===== src/design/tick_history_table_defines.svh =====
// Assertion macros used by the tick history table top level.
`ifndef TICK_HISTORY_TABLE_DEFINES_SVH
`define TICK_HISTORY_TABLE_DEFINES_SVH

// Same-cycle implication, sampled on clk, off while rst_n is low.
`define THT_ASSERT_HOLDS(lbl, ante, cons) \
    lbl: assert property (@(posedge clk) disable iff (!rst_n) (ante) |-> (cons)) \
        else $error("tick history table check failed");

// Next-cycle implication, sampled on clk, off while rst_n is low.
`define THT_ASSERT_NEXT(lbl, ante, cons) \
    lbl: assert property (@(posedge clk) disable iff (!rst_n) (ante) |=> (cons)) \
        else $error("tick history table check failed");

`endif


===== src/design/tht_pkg.sv =====
// Shared types and constants of the tick history table.
package tht_pkg;

    localparam int CMD_W               = 3;
    localparam int TICK_W              = 31;
    localparam int COUNT_OUT_W         = 7;
    localparam int STATUS_W            = 2;
    localparam int DEFAULT_TABLE_DEPTH = 64;
    localparam int DEFAULT_DATA_BITS   = 64;

    typedef enum logic [CMD_W-1:0] {
        CMD_WRITE    = 3'd0,
        CMD_READ     = 3'd1,
        CMD_CLOSEST  = 3'd2,
        CMD_TRIM     = 3'd3,
        CMD_ERASE    = 3'd4,
        CMD_CLEAR    = 3'd5,
        CMD_EARLIEST = 3'd6,
        CMD_LATEST   = 3'd7
    } cmd_t;

    typedef enum logic [STATUS_W-1:0] {
        ST_OK   = 2'd0,
        ST_MISS = 2'd1,
        ST_FULL = 2'd2
    } status_t;

    // control from the sequencer to the scan datapath
    typedef struct packed {
        logic clr;   // new item: drop all candidates
        logic vld;   // memory read data valid this cycle
    } scan_ctl_t;

    // what the scan has found so far
    typedef struct packed {
        logic exact;  // key equal to the request
        logic free;   // an invalid slot
        logic any;    // at least one valid entry
        logic below;  // a valid key below the request
    } scan_flags_t;

endpackage


===== src/design/tht_scan.sv =====
// Scan datapath: tracks exact, free, min, max and floor candidates over one pass, and counts valid and below entries.
module tht_scan #(
    parameter int TABLE_DEPTH = tht_pkg::DEFAULT_TABLE_DEPTH,
    parameter int DATA_BITS   = tht_pkg::DEFAULT_DATA_BITS
) (
    input  logic                               clk,
    input  logic                               rst_n,
    input  tht_pkg::scan_ctl_t                 ctl,
    input  logic [tht_pkg::TICK_W-1:0]         tick,
    input  logic [$clog2(TABLE_DEPTH)-1:0]     rd_addr,
    input  logic                               rd_valid,
    input  logic [tht_pkg::TICK_W-1:0]         rd_key,
    input  logic [DATA_BITS-1:0]               rd_data,
    output tht_pkg::scan_flags_t               flags,
    output logic [$clog2(TABLE_DEPTH)-1:0]     exact_idx,
    output logic [DATA_BITS-1:0]               exact_data,
    output logic [$clog2(TABLE_DEPTH)-1:0]     free_idx,
    output logic [tht_pkg::TICK_W-1:0]         min_key,
    output logic [DATA_BITS-1:0]               min_data,
    output logic [tht_pkg::TICK_W-1:0]         max_key,
    output logic [DATA_BITS-1:0]               max_data,
    output logic [tht_pkg::TICK_W-1:0]         below_key,
    output logic [DATA_BITS-1:0]               below_data,
    output logic [$clog2(TABLE_DEPTH+1)-1:0]   valid_cnt,
    output logic [$clog2(TABLE_DEPTH+1)-1:0]   below_cnt
);
    import tht_pkg::*;

    localparam int AW = $clog2(TABLE_DEPTH);
    localparam int CW = $clog2(TABLE_DEPTH + 1);

    scan_flags_t         flags_reg;
    logic [CW-1:0]       valid_cnt_reg;
    logic [CW-1:0]       below_cnt_reg;
    logic [AW-1:0]       exact_idx_reg;
    logic [DATA_BITS-1:0] exact_data_reg;
    logic [AW-1:0]       free_idx_reg;
    logic [TICK_W-1:0]   min_key_reg;
    logic [DATA_BITS-1:0] min_data_reg;
    logic [TICK_W-1:0]   max_key_reg;
    logic [DATA_BITS-1:0] max_data_reg;
    logic [TICK_W-1:0]   below_key_reg;
    logic [DATA_BITS-1:0] below_data_reg;

    logic live;
    logic take_exact;
    logic take_free;
    logic take_min;
    logic take_max;
    logic is_below;
    logic take_below;

    always_comb
    begin
        live       = ctl.vld && rd_valid;
        take_exact = live && (rd_key == tick) && !flags_reg.exact;
        take_free  = ctl.vld && !rd_valid && !flags_reg.free;
        take_min   = live && (!flags_reg.any || (rd_key < min_key_reg));
        take_max   = live && (!flags_reg.any || (rd_key > max_key_reg));
        is_below   = live && (rd_key < tick);
        take_below = is_below && (!flags_reg.below || (rd_key > below_key_reg));
    end

    always_ff @(posedge clk or negedge rst_n)
    begin
        if (!rst_n)
        begin
            flags_reg     <= '0;
            valid_cnt_reg <= '0;
            below_cnt_reg <= '0;
        end
        else if (ctl.clr)
        begin
            flags_reg     <= '0;
            valid_cnt_reg <= '0;
            below_cnt_reg <= '0;
        end
        else
        begin
            if (take_exact)
            begin
                flags_reg.exact <= 1'b1;
            end
            if (take_free)
            begin
                flags_reg.free <= 1'b1;
            end
            if (live)
            begin
                flags_reg.any <= 1'b1;
                valid_cnt_reg <= valid_cnt_reg + CW'(1);
            end
            if (is_below)
            begin
                flags_reg.below <= 1'b1;
                below_cnt_reg   <= below_cnt_reg + CW'(1);
            end
        end
    end

    always_ff @(posedge clk)
    begin
        if (take_exact)
        begin
            exact_idx_reg  <= rd_addr;
            exact_data_reg <= rd_data;
        end
        if (take_free)
        begin
            free_idx_reg <= rd_addr;
        end
        if (take_min)
        begin
            min_key_reg  <= rd_key;
            min_data_reg <= rd_data;
        end
        if (take_max)
        begin
            max_key_reg  <= rd_key;
            max_data_reg <= rd_data;
        end
        if (take_below)
        begin
            below_key_reg  <= rd_key;
            below_data_reg <= rd_data;
        end
    end

    assign flags      = flags_reg;
    assign exact_idx  = exact_idx_reg;
    assign exact_data = exact_data_reg;
    assign free_idx   = free_idx_reg;
    assign min_key    = min_key_reg;
    assign min_data   = min_data_reg;
    assign max_key    = max_key_reg;
    assign max_data   = max_data_reg;
    assign below_key  = below_key_reg;
    assign below_data = below_data_reg;
    assign valid_cnt  = valid_cnt_reg;
    assign below_cnt  = below_cnt_reg;

endmodule


===== config.mk =====
export PLATFORM = sky130hd
export DESIGN_NAME = tht_scan
export DESIGN_NICKNAME = d
export VERILOG_FILES = /design/src/design/tick_history_table_defines.svh /design/src/design/tht_pkg.sv /design/src/design/tht_scan.sv
export SDC_FILE = /design/constraint.sdc
export NUM_CORES = 1
export LEC_CHECK = 0
export BUFFER_PORTS_ARGS = -buffer_cell sky130_fd_sc_hd__buf_2
export CORE_AREA = 10 10 193 195
export CTS_CLUSTER_SIZE = 16
export DETAILED_ROUTE_END_ITERATION = 10
export DIE_AREA = 0 0 203 205
export PLACE_DENSITY = 0.78
export SYNTH_ARGS = -nofsm -noshare
export SYNTH_HDL_FRONTEND = slang
export SYNTH_SLANG_ARGS = --single-unit

===== constraint.sdc =====
create_clock -name clk -period 28.1 [get_ports clk]
set_input_delay 5.62 -clock clk [delete_from_list [all_inputs] [get_ports clk]]
set_output_delay 5.62 -clock clk [all_outputs]
set_load 0.05 [all_outputs]

==> impl_metrics.yaml <==
placed_design:
  pre_cts_ws_ns: 18.62
  gp_congestion: 0.844
  placedInstanceArea_um2: 18100
  port_buffers: 515
  dpl.hpwl_um: 36000
timing:
  fin_setup_tns_ns: 0
  finalMaxSlewViolations: 0
  final_hold_viol_count: 0
  fin_worst_skew_ns: 0.0260
  timing.final.crit_share_pct: 31.9
  worst_slew_margin_rel_pct: 15.0
  timing.final.crit_period_ns: 8.96
  maxClockFrequency_mhz: 112
  setup-violations-final: 0
  setup_ws_post_layout_ns: 19.14
  rsz0062_at_grt: "no"
  worst_slew_pin_slew_ns: 1.24
global_route:
  number_of_global_route_vias_before_repair: 10300
  maximum_number_of_pins_on_one_net_before_global_route_repair: 66
  antenna_violations_before_repair: 8
  grt_pass1_wl_um: 67700
  globalRouteOverflowTotal: 0
  groute.usage.overall_pct: 21.8
worst_setup_path:
  path_class: "in -> reg"
  worstSetupStartpointType: "input port"
  worstPathMaxFanout: 44
  critical_path_required_ns: 28.29
  crit_path_cell_trace: "buf_2 > ha_1 > a21o_1 > a21o_1 > a221oi_1 > o2111ai_1 > a2111oi_0 > nor4b_2 > buf_4 > buf_4"
  end_kind: "flip-flop"
  critPathMaxStageDelay_ns: 1.10
  slowest_stage: "a2111oi_0"
  crit_arrival_ns: 9.15
synth:
  synth_cell_type_count: 54
  yosys_register_bits: 379
  synthesis.area_per_instance_um2: 16.8
  synthesis.instances: 887
  yosysSeqAreaShare_pct: 75.9
  synth_enable_flop_cells: 361
  cell_with_the_most_instances_after_synthesis: "edfxtp_1"
  synth_async_sr_flop_share_pct: 4.75
  synth_top_cell_by_area: "edfxtp_1"
  synth-warning-count: 0
  mappedNetlistArea_um2: 14900
  post-synth-top-area-fraction_pct: 72.8
  yosys-top-cells-area: "edfxtp_1, ha_1, inv_1"
  synth_top_cells_by_count: "edfxtp_1, inv_1, ha_1, a21oi_1, nor2_1"
  synth-main-ff-cell: "edfxtp_1"
  synth.net_count: 1149
power_and_ir_drop:
  power.total_mw: 1.35
  internal_power_uw: 983
  pwr-share-seq_pct: 48.6
  power_leakage_nw: 8.52
  p_clk_share_pct: 37.8
  p_sw_share_pct: 27.4
  worst_case_vdd_ir_drop_v: 0.0000604
  comb_power_share_pct: 13.6
  power_density_nw_per_um2: 69.9
  total_switching_power_uw: 372
cells_and_area:
  final_area_um2: 19400
  flow.area_growth_from_synthesis_pct: 30.2
  filler_cell_count: 2624
  layout_nets: 1708
  share_of_cells_above_drive_strength_1_pct: 40.4
cts:
  cts_root_buffer: "clkbuf_16"
  cts_inserted_buffers: 39
  clock_tree_from_tritoncts: "done"
  cts_resized: 0
  insertion_delay_ns: 0.54
  cts_hold_buf: 0
  number_of_buffers_inserted_by_post_cts_setup_repair: 0
  clock_path_buffers: 3
  clk_transition_reported_paths_ns: 0.06
  max_h_tree_level: 2
  cts.sinks: 379
floorplanning:
  ioPinCount: 516
  die_area_um2: 41600
  die_width_um: 203
  initial_core_util_pct: 44.7
  core-area_um2: 33300
  die_y_um: 205
  placementRows: 67
route:
  drt_wl_total_um: 46800
  first_iter_violations: 679
  drt-wirelength-per-cell_um: 24.2
  drc: 0
  antenna_violating_nets_post_route: 0
  routed_via_density: 5.09
  drt_pass1_iterations: 5
  num_vias: 9827
worst_hold_path:
  worstHoldPathType: "reg -> reg"
job:
  drv.max_cap_violation_count: 0
status:
  run_status: "finished clean"
-- power groups by stage --
| stage | Clock (mW) | Sequential, mW | Combinational [mW] |
|---|---|---|---|
| after floorplan | 0 | 0.754 | 0.0403 |
| after global placement | 0 | 0.669 | 0.182 |
| after detailed placement | 0 | 0.670 | 0.186 |
| after CTS | 0.520 | 0.659 | 0.186 |
| after global routing | 0.540 | 0.661 | 0.197 |
| final | 0.511 | 0.658 | 0.185 |
-- worst paths after layout --
path / slack [ns] / start / depth (start not counted) / end
min reg2reg: 0.53 / flags[2] / 2 / flags[2]
max reg2reg: 24.00 / below_key[20] / 10 / below_data[27]
max in group asynchronous: 22.81 / rst_n / 1 / valid_cnt[0]
min: 0.53 / flags[2] / 2 / flags[2]
min in group asynchronous: 5.00 / rst_n / 1 / flags[2]
max: 19.14 / rd_key[20] / 10 / below_data[27]
-- cell families (layout without fill, tap and decap cells) --
kind of cell	after synthesis	after routing	synth area share [%]
DFF	379	379	75.9
and+or+nand+nor	130	130	4.74
buffers and inverters	130	719	3.33
adders and majority gates	125	125	10.5
AOI/OAI and AO/OA	114	114	4.89
xor gates and xnor gates	5	5	0.294
muxes	4	4	0.378
other	0	6	0
-- layout by cell type (no fill, tap or decap), drive strengths merged, types with 8 or more instances in the layout --
master and instances:
dfrtp 18, inv 130, nor2 30, a21oi 43, buf 522, clkbuf 46
nand2 24, edfxtp 361, nand4 23, nor3 8, nor2b 12, a21o 27
o21ai 22, clkinv 13, ha 125, nand3 8
-- metal layers --
metal	global-route usage [%]	up-vias	routed length [um]
li1	-	4438	-
met1	24.3	4812	16300
met2	36.2	498	23200
met3	9.90	77	5710
met4	8.29	2	1510
met5	0	-	11
-- worst max-delay path, delay by kind of cell --
family	cells	cell delay [ns]
adders and majority gates	1	0.32
and+or+nand+nor	1	0.14
buffers and inverters	3	0.89
AOI/OAI and AO/OA	5	2.10
-- area by class of cell --
cell class	instances	area, um2	area share [%]
tap	448	561	2.89
inverter	126	473	2.44
timing repair buffer	522	2630	13.6
sequential	379	11300	58.3
multi-input combinational	378	3130	16.2
clock inverter	25	253	1.30
clock buffer	46	1020	5.28
antenna	6	15.0	0.0775
-- stage by stage --
step                      util (%)  cells  hold WS (ns)
after global routing          58.2   1930         0.547
final                         58.2   1930         0.529
after CTS                     58.2   1924         0.530
after floorplan                  -    887         0.757
after global placement        54.3   1853         0.507
after detailed placement      54.3   1853         0.519
(Power assumes the default switching activity.)
